File: config.mk
export PLATFORM = sky130hd
export DESIGN_NAME = ufta_ctrl
export DESIGN_NICKNAME = d
export VERILOG_FILES = /design/src/rtl/core/ufta_pkg.sv /design/src/rtl/core/ufta_ctrl.sv
export SDC_FILE = /design/constraint.sdc
export NUM_CORES = 1
export LEC_CHECK = 0
export BUFFER_PORTS_ARGS = -buffer_cell sky130_fd_sc_hd__buf_2
export CORE_AREA = 2 2 39 41
export DETAILED_ROUTE_END_ITERATION = 8
export DIE_AREA = 0 0 41 43
export GPL_TIMING_DRIVEN = 0
export PLACE_DENSITY = 0.48
export SYNTH_ARGS = -nofsm -noshare
export SYNTH_HDL_FRONTEND = slang
export SYNTH_SLANG_ARGS = --single-unit
File: constraint.sdc
create_clock -name clk -period 2.2 [get_ports clk]
set_clock_uncertainty 0.1 [all_clocks]
set_input_delay 0.33 -clock clk [delete_from_list [all_inputs] [get_ports clk]]
set_output_delay 0.33 -clock clk [all_outputs]
set_load 0.005 [all_outputs]
File: src/rtl/core/ufta_pkg.sv
package ufta_pkg;

  localparam int unsigned CfgIdxW = 2;
  localparam int unsigned EvW     = 2;

  typedef enum logic [CfgIdxW-1:0] {
    CFG_HALF_TIMEOUT  = 2'd0,
    CFG_FULL_TIMEOUT  = 2'd1,
    CFG_CHECK_INTERVAL = 2'd2
  } cfg_idx_t;

  typedef enum logic [EvW-1:0] {
    EV_DELETED   = 2'd0,
    EV_CREATED   = 2'd1,
    EV_PROCESSED = 2'd2,
    EV_TABLE_FULL = 2'd3
  } event_t;

  // controller to datapath
  typedef struct packed {
    logic load;
    logic check;
    logic scan;
    logic match;
    logic rev;
    logic flush;
  } cmd_t;

  // datapath to controller
  typedef struct packed {
    logic due;
    logic udp;
    logic scan_last;
    logic hit;
    logic free;
  } sts_t;

  typedef struct packed {
    logic [EvW-1:0] ev;
    logic [31:0]    sip;
    logic [15:0]    sp;
    logic [31:0]    dip;
    logic [15:0]    dp;
    logic           full;
    logic [31:0]    tm;
  } res_t;

endpackage

File: src/rtl/core/ufta_ctrl.sv
module ufta_ctrl (
  input  logic          clk,
  input  logic          rst_n,
  input  logic          start,
  input  ufta_pkg::sts_t sts,
  output ufta_pkg::cmd_t cmd,
  output logic          busy
);
  import ufta_pkg::*;

  typedef enum logic [5:0] {
    S_IDLE  = 6'b000001,
    S_CHECK = 6'b000010,
    S_SCAN  = 6'b000100,
    S_MATCH = 6'b001000,
    S_REV   = 6'b010000,
    S_FLUSH = 6'b100000
  } state_t;

  state_t state_r, state_nxt;

  always_ff @(posedge clk) begin
    if (!rst_n) state_r <= S_IDLE;
    else        state_r <= state_nxt;
  end

  assign busy = (state_r != S_IDLE);

  always_comb begin
    cmd       = '0;
    state_nxt = state_r;
    unique case (state_r)
      S_IDLE: begin
        if (start) begin
          cmd.load  = 1'b1;
          state_nxt = S_CHECK;
        end
      end
      S_CHECK: begin
        cmd.check = 1'b1;
        if (sts.due)      state_nxt = S_SCAN;
        else if (sts.udp) state_nxt = S_MATCH;
        else              state_nxt = S_FLUSH;
      end
      S_SCAN: begin
        cmd.scan = 1'b1;
        if (sts.scan_last) state_nxt = sts.udp ? S_MATCH : S_FLUSH;
      end
      S_MATCH: begin
        cmd.match = 1'b1;
        state_nxt = (sts.hit || !sts.free) ? S_FLUSH : S_REV;
      end
      S_REV: begin
        cmd.rev   = 1'b1;
        state_nxt = S_FLUSH;
      end
      S_FLUSH: begin
        cmd.flush = 1'b1;
        state_nxt = S_IDLE;
      end
      default: state_nxt = S_IDLE;
    endcase
  end

endmodule

# Yosys cells after proc, flatten, opt, wreduce, memory -nomap -nowiden
# Index checks and enable logic that the tools add are counted.
# W data, S select, Z words.
# word_totals
register_bits	6
latchBits	0
ramBits	0
mem_bits_ro	0
inputBits	8
output_inout_bits	7
wordCells	26
n_memories	0
# op_classes
n_addsub	0
n_mul	0
div_mod_pow	0
magnitude_cmp	0
n_eq_ne	9
shift	0
n_mux	13
n_bitwise	0
reduce_logical	3
# op_table
op	n
$mux W6	5
$pmux W6 S5	1
$mux W1	7
$eq A6 B1 Y1 const B	1
$eq A6 B2 Y1 const B	1
$eq A6 B3 Y1 const B	1
$eq A6 B4 Y1 const B	1
$eq A6 B5 Y1 const B	1
$eq A6 B6 Y1 const B	1
$ne A6 B1 Y1 const B	1
$ne A2 B2 Y1 const B	2
$reduce_and A2 Y1	1
$logic_not A1 Y1	1
$logic_or A1 B1 Y1	1

# Logic depth before layout (Yosys ltp)
# Gate-level depths: netlist (run 1).
# logic_depth
depth_word	4
depth_mapped	5
depth_no_buf	4

# Least setup slack after synthesis (run 1)
# OpenSTA, ideal clock, no wires.
# synth_path
kind	reg2reg
from	reg state_r[2]
to	reg state_r[3]
setup_time_ns	0.078
t_arrival_ns	1.571
path_slack_ns	0.451
stages_incl_launch_ff	5
n_path_buf	0
path_cell_list	dfxtp_1 > or4_4 > mux2_2 > a211o_1 > nor3_1
# synth_via
elab_chain_len	3
elab_cells_between_ends	9
cone_classes	eq/ne (7); mux (1); reduce/logical (1)
# synth_rtl
element	line_no	rtl
from (decl)	ufta_ctrl.sv:20	state_t state_r, state_nxt;
from (signal assigned)	ufta_ctrl.sv:24	else state_r <= state_nxt;
$eq A6 B3 Y1 / $eq A6 B1 Y1 (equally long branches)	ufta_ctrl.sv:32	unique case (state_r)
$ne A2 B2 Y1 (no line)	-	
$reduce_and A2 Y1 (no line)	-	
# Several ways; a longest one is shown, not always the timed one.
# A chain may end at the register's enable or synchronous reset.

==> summary.md, run 1 <==
| Metric | Value |
|---|---|
| Status | `finished, final reports clean` |
| Avg Synthesized Cell Area | `8.13 µm²` |
| P_sw | `about 68 µW` |
| CTS buffer count | `3` |
| Kind of critical path | `reg -> out` |
| Pwr/cell area | `568 nW/µm²` |
| Synth cell types | `25` |
| Rows | `14` |
| CTS tree | `built` |
| GRT Overall Usage | `10.8%` |
| Worst path bufs/invs | `1` |
| CTS Sinks | `6` |
| Synth Area in Simple Gates | `approximately 42%` |
| Vias per cell | `4.73` |
| Tot Pwr | `267 µW` |
| Initial antenna violation count | `0` |
| Adder-Cell Fraction of Synth Area | `0%` |
| Asr flop ratio synth | `0%` |
| CP max stage delay | `0.53 ns` |
| Die H | `43 µm` |
| Fmax | `0.516 GHz` |
| Ys Warns | `0` |
| Gate power share | `approximately 17%` |
| Worst EP arrival | `1.51 ns` |
| Post-Syn Area | `358 µm²` |
| Clk Tree Root Cell | `clkbuf_4` |
| Clk_lat worst skew | `about 0.24 ns` |
| Worst vdd ir | `176 µV` |
| Post-Route Setup TNS | `0 ns` |
| Fraction of final layout cells sized beyond drive strength 1 | `32.8%` |
| Crit path cell chain | `or4_1, nor2_1, and2_1, buf_2` |
| Post-synth EDFFs | `0` |
| Setup Viol. Count Final | `0` |
| Hold buffer count at CTS | `0` |
| Nets | `slightly above 70` |
| Core area | `around 1400 µm²` |
| Final Cycle Share | `88.0%` |
| Clock power share | `37.5%` |
| Synth Register Bits | `6` |
| Remaining global-route overflow | `0` |
| P_int | `around 200 µW` |
| XOR/XNOR Fraction of Synth Area | `2.45%` |
| Main synth FF type | `dfxtp_1` |
| R2R Path Start | `state_r[2]$_SDFFE_PN0P_` |
| CP max stage cell | `or4_1` |
| Main combinational cell family by area after synthesis | `simple AND/OR/NAND/NOR gates` |
| Maximum capacitance violations | `0` |
| DRC errors left | `0` |
| CP Launch Type | `flop` |
| Vias in the first global route | `about 310` |
| Period minus WS final | `1.94 ns` |
| Post CTS Setup Buffer Count | `0` |
| Fin util | `about a third` |
| Post-Layout Inst Area | `470 µm²` |
| Largest net degree at the start of global routing | `9` |
| Compound-Gate Fraction of Synth Area | `15.4%` |
| Avg WL per Cell | `10.6 µm` |
| Crit. Startpoint | `state_r[1]$_SDFFE_PN0P_` |
| Crit end category | `output port` |
| Pre-antenna DRT Iters | `4` |
| Via count | `around 360` |
| Worst path top cell family by delay | `simple AND/OR/NAND/NOR gates` |
| 1st-iter DRT viols | `5` |
| Ant. Diodes | `0` |
| Routed WL | `roughly 820 µm` |
| Seq/Total Area, Yosys | `33.6%` |
| WP data required | `1.77 ns` |
| Largest regs | `state_r: 6 flops` |
| IO Port Bufs | `14` |
| Fin. Hold Viols | `0` |
| Hold crit path type | `in -> reg` |
| Relative slew slack | `77.5%` |
| H-tree levels | `1` |
| Worst-case clock buffer depth | `2` |
| Cts repair resizes | `0` |
| DP HPWL | `631 µm` |
| Pins Over Slew Limit | `0` |
| Sw frac | `between 20% and 30%` |
| RSZ-0062 raised after global routing | `false` |
| Number of fill cells in the layout | `152` |
| Initial Util | `25.9%` |
| Die Width | `41 µm` |
| Syn-to-layout area delta | `31.5%` |
| Gpl congestion | `a little under 0.7` |
| Die area | `1760 µm²` |
| Boundary pin count | `15` |
| Synthesized instance count | `44` |
| Flop pwr share | `45.1%` |
| Final ANT Viol Nets | `0` |
| First-pass GRT wire length | `~1300 µm` |
| Post-Syn Nets | `52` |
| WHS | `0.222 ns` |
| Placed cell areas | `between 400 and 500 µm²` |
| Static leakage | `0.216 nW` |
| Hold path start | `sts[3]` |
| Worst-path maximum fanout | `6` |
| Top reg by flops | `state_r` |
| Clock Pin Slew Worst Setup and Hold Paths | `0.05 ns` |
| Worst-Margin Slew | `0.336 ns` |
| Max reg flops | `6` |
| Post-synthesis mux area share | `about 3.1%` |
[worst reg2reg max path, cell delays in order, from the launching register on]
cell and delay [ns]:
dfxtp_1 0.43, or4b_4 0.52, mux2_2 0.27, a211o_1 0.29, nor3_1 0.18
[per-layer routing]
layer | global-route usage, % | vias to the layer above | part of all wire [%]
met3 | 3.14 | 0 | 5.6
li1 | - | 198 | -
met2 | 14.7 | 8 | 51
met5 | 0 | - | 0
met1 | 13.8 | 158 | 44
met4 | 8.00 | 0 | 0
[layout by cell type, fill, tap and decap left out]
cell / count
nand2_1: 1
o32ai_1: 1
clkbuf_4: 3
a22oi_1: 1
or4_4: 1
nor3_1: 4
nor2b_1: 1
o21ai_0: 2
or4b_4: 1
a21oi_1: 1
and3_1: 2
dfxtp_1: 6
clkbuf_1: 1
or4_1: 1
mux2_2: 1
nand2b_1: 4
and2_1: 1
o211ai_1: 1
buf_2: 14
xor2_1: 1
inv_1: 2
nor2_1: 5
or2_1: 1
o31ai_1: 1
nor3b_1: 1
nor4_1: 2
a211o_1: 1
[cell type report]
class / count / area, µm² / share of cell area, %
Sequential cell: 6 / 120 / 25.5
Multi-Input combinational cell: 35 / 226 / 48.1
Inverter: 2 / 7.51 / 1.60
Buffer: 1 / 3.75 / 0.798
Clock buffer: 3 / 22.5 / 4.79
Timing Repair Buffer: 14 / 70.1 / 14.9
Tap cell: 16 / 20.0 / 4.26
[cells by family after synthesis]
| logic type | after synthesis |
|---|---|
| buf+inv | 3 |
| compound gates | 8 |
| flops | 6 |
| simple gates | 25 |
| mux | 1 |
| xor+xnor | 1 |
[synth_stat cells (2+ instances only)]
cell type,instances,share of area (%)
dfxtp_1,6,34
nand2b_1,4,7.0
inv_1,2,2.1
nor2_1,5,5.2
nor3_1,4,5.6
nor4_1,2,3.5
and3_1,2,3.5
o21ai_0,2,2.8
[final timing paths]
kind / endpoint / slack [ns] / depth (start not counted)
worst min-delay path: state_r[3]$_SDFFE_PN0P_ / 0.22 / 3
worst max-delay path: cmd[5] / 0.26 / 4
worst min register to register: state_r[0]$_SDFFE_PN1P_ / 0.48 / 1
worst max register to register: state_r[3]$_SDFFE_PN0P_ / 0.32 / 4
[through the flow]
stage | setup WS, ns | cells
finish | 0.263 | 77
global route | 0.153 | 77
CTS | 0.249 | 77
detailed placement | 0.345 | 74
global placement | 0.308 | 74
floorplan | 0.451 | 44
[power groups by stage]
stage / logic [mW] / clock network, mW / registers (mW)
floorplan: 0.0305 / 0 / 0.121
global placement: 0.0473 / 0 / 0.122
detailed placement: 0.0473 / 0 / 0.122
CTS: 0.0475 / 0.106 / 0.120
global route: 0.0527 / 0.112 / 0.121
finish: 0.0466 / 0.100 / 0.121
Power figures use the tool's default switching activity.
==> inputs of run 2 (changes only) <==
--- a/config.mk
+++ b/config.mk
@@ -10,7 +10,7 @@
 export DETAILED_ROUTE_END_ITERATION = 8
 export DIE_AREA = 0 0 41 43
 export GPL_TIMING_DRIVEN = 0
-export PLACE_DENSITY = 0.48
+export PLACE_DENSITY_LB_ADDON = 0.12
 export SYNTH_ARGS = -nofsm -noshare
 export SYNTH_HDL_FRONTEND = slang
 export SYNTH_SLANG_ARGS = --single-unit
==> run 2 against run 1 <==
  * First-iteration DRC count decreased by 20%
  * Count of clock-buffer cells in the layout unchanged
  * Cell area unchanged
  * Flip-flop and latch count unchanged
  * Non-clock buffer count unchanged
  * Via count increased by 1.6%
  * Sequential power about the same
  * Routed wire length decreased by 0.85%
  * Clock power about the same
  * Critical path depth unchanged
  * Register-to-register slack improved by 0.02 ns
  * Highest routed layer unchanged
==> summary.md, run 2 (synthesized netlist as in run 1, its figures left out) <==
| Metric | Value |
|---|---|
| Gpl congestion | `0.597 (-11%)` |
| Setup Viol. Count Final | `0 (unchanged)` |
| Pwr/cell area | `564 nW/µm² (-0.75%)` |
| Largest net degree at the start of global routing | `9 (unchanged)` |
| Remaining global-route overflow | `0 (unchanged)` |
| Final ANT Viol Nets | `0 (unchanged)` |
| Ant. Diodes | `0 (unchanged)` |
| Hold crit path type | `in -> reg` |
| Largest regs | `state_r: 6 flops` |
| Routed WL | `813 µm (-0.85%)` |
| Syn-to-layout area delta | `31.5% (unchanged)` |
| H-tree levels | `1 (unchanged)` |
| Die H | `43 µm (unchanged)` |
| Pre-antenna DRT Iters | `4 (unchanged)` |
| Vias per cell | `4.81 (+1.6%)` |
| CP Launch Type | `flop` |
| Hold buffer count at CTS | `0 (unchanged)` |
| WP data required | `1.77 ns (about the same)` |
| Most frequent cells in the layout | `14 x buf_2, 6 x dfxtp_1, 5 x nor2_1` |
| Worst-Margin Slew | `0.345 ns (+0.00880 ns)` |
| Top reg by flops | `state_r` |
| Fin. Hold Viols | `0 (unchanged)` |
| Pins Over Slew Limit | `0 (unchanged)` |
| Kind of critical path | `reg -> out` |
| Static leakage | `0.216 nW (unchanged)` |
| GRT Overall Usage | `11.2% (+0.31 points)` |
| Clock Pin Slew Worst Setup and Hold Paths | `0.04 ns (about the same)` |
| Non-Filler Instances | `77 (unchanged)` |
| 1st-iter DRT viols | `4 (-1)` |
| Worst-path maximum fanout | `6 (unchanged)` |
| First-pass GRT wire length | `1260 µm (-1.1%)` |
| Rows | `14 (unchanged)` |
| Final Cycle Share | `89.5% (+1.5 points)` |
| DRC errors left | `0 (unchanged)` |
| RSZ-0062 raised after global routing | `false` |
| Worst-case clock buffer depth | `2 (unchanged)` |
| CTS buffer count | `3 (unchanged)` |
| Core area | `1380 µm² (unchanged)` |
| Fmax | `0.508 GHz (-1.7%)` |
| Initial antenna violation count | `0 (unchanged)` |
| Initial Util | `25.9% (unchanged)` |
| Worst EP arrival | `1.54 ns (+0.03 ns)` |
| Via count | `370 (+1.6%)` |
| Cts repair resizes | `0 (unchanged)` |
| Fraction of final layout cells sized beyond drive strength 1 | `32.8% (unchanged)` |
| Relative slew slack | `76.8% (-0.69 points)` |
| Period minus WS final | `1.97 ns (+0.0332 ns)` |
| Die Width | `41 µm (unchanged)` |
| Post CTS Setup Buffer Count | `0 (unchanged)` |
| Crit end category | `output port` |
| CTS tree | `built` |
| Maximum capacitance violations | `0 (unchanged)` |
| Avg WL per Cell | `10.6 µm (-0.85%)` |
| Clk_lat worst skew | `0.24 ns (about the same)` |
| IO Port Bufs | `14 (unchanged)` |
| DP HPWL | `664 µm (+5.1%)` |
| Placed insts | `74 (unchanged)` |
| CTS Sinks | `6 (unchanged)` |
| Nets | `71 (unchanged)` |
| Die area | `1760 µm² (unchanged)` |
| Post-Route Setup TNS | `0 ns (unchanged)` |
| Status | `finished, final reports clean` |
| Max reg flops | `6 (unchanged)` |
| Vias in the first global route | `312 (unchanged)` |
| Clk Tree Root Cell | `clkbuf_4` |
| Boundary pin count | `15 (unchanged)` |
| Most common cell after layout, fill and taps aside | `buf_2` |
| Worst vdd ir | `172 µV (-2.1%)` |
## run 2: cell counts in the layout (fill, tap and decap cells not counted)
Identical to the previous run, type by type.
## run 2: worst paths after layout
path                            from                 endpoint  slack, ns  cells after the start
max          state_r[1]$_SDFFE_PN0P_                   cmd[5]       0.23                      4
min                           sts[3]  state_r[3]$_SDFFE_PN0P_       0.23                      3
max reg2reg  state_r[2]$_SDFFE_PN0P_  state_r[5]$_SDFFE_PN0P_       0.34                      4
min reg2reg  state_r[5]$_SDFFE_PN0P_  state_r[0]$_SDFFE_PN1P_       0.48                      1
## run 2: routing by layer
layer,wire length (µm),vias up,GRT usage [%]
li1,-,201,-
met1,369,159,11.9
met2,395,10,16.6
met3,49,0,3.14
met4,0,0,10.0
met5,0,-,0
## run 2: metrics by stage
step	worst slack [ns]	area (µm²)	util, %	power (mW)	hold slack (ns)
2_1_floorplan	0.451	358	-	0.151	0.348
3_3_place_gp	0.302	448	32.4	0.170	0.475
3_5_place_dp	0.320	448	32.4	0.170	0.472
4_1_cts	0.203	470	34.0	0.273	0.216
5_1_grt	0.0795	470	34.0	0.289	0.222
6_report	0.230	470	34.0	0.265	0.226
## run 2: worst max-delay path, stage by stage (launching register included)
cell and delay (ns):
dfxtp_1 0.35, or4_1 0.55, nor2_1 0.16, and2_1 0.14
buf_2 0.10
## run 2: cell type report
type | instances | area (µm²)
plain buffers | 1 | 3.75
clock buffers | 3 | 22.5
fillers | 154 | 913
inverters | 2 | 7.51
multi-input cells | 35 | 226
flip-flops and latches | 6 | 120
well taps | 16 | 20.0
repair buffers | 14 | 70.1
## run 2: power by group
group | total [mW] | switching, mW | internal (mW)
clock | 0.0974 | 0.0360 | 0.0615
combinational | 0.0469 | 0.0225 | 0.0245
sequential | 0.121 | 0.00758 | 0.113
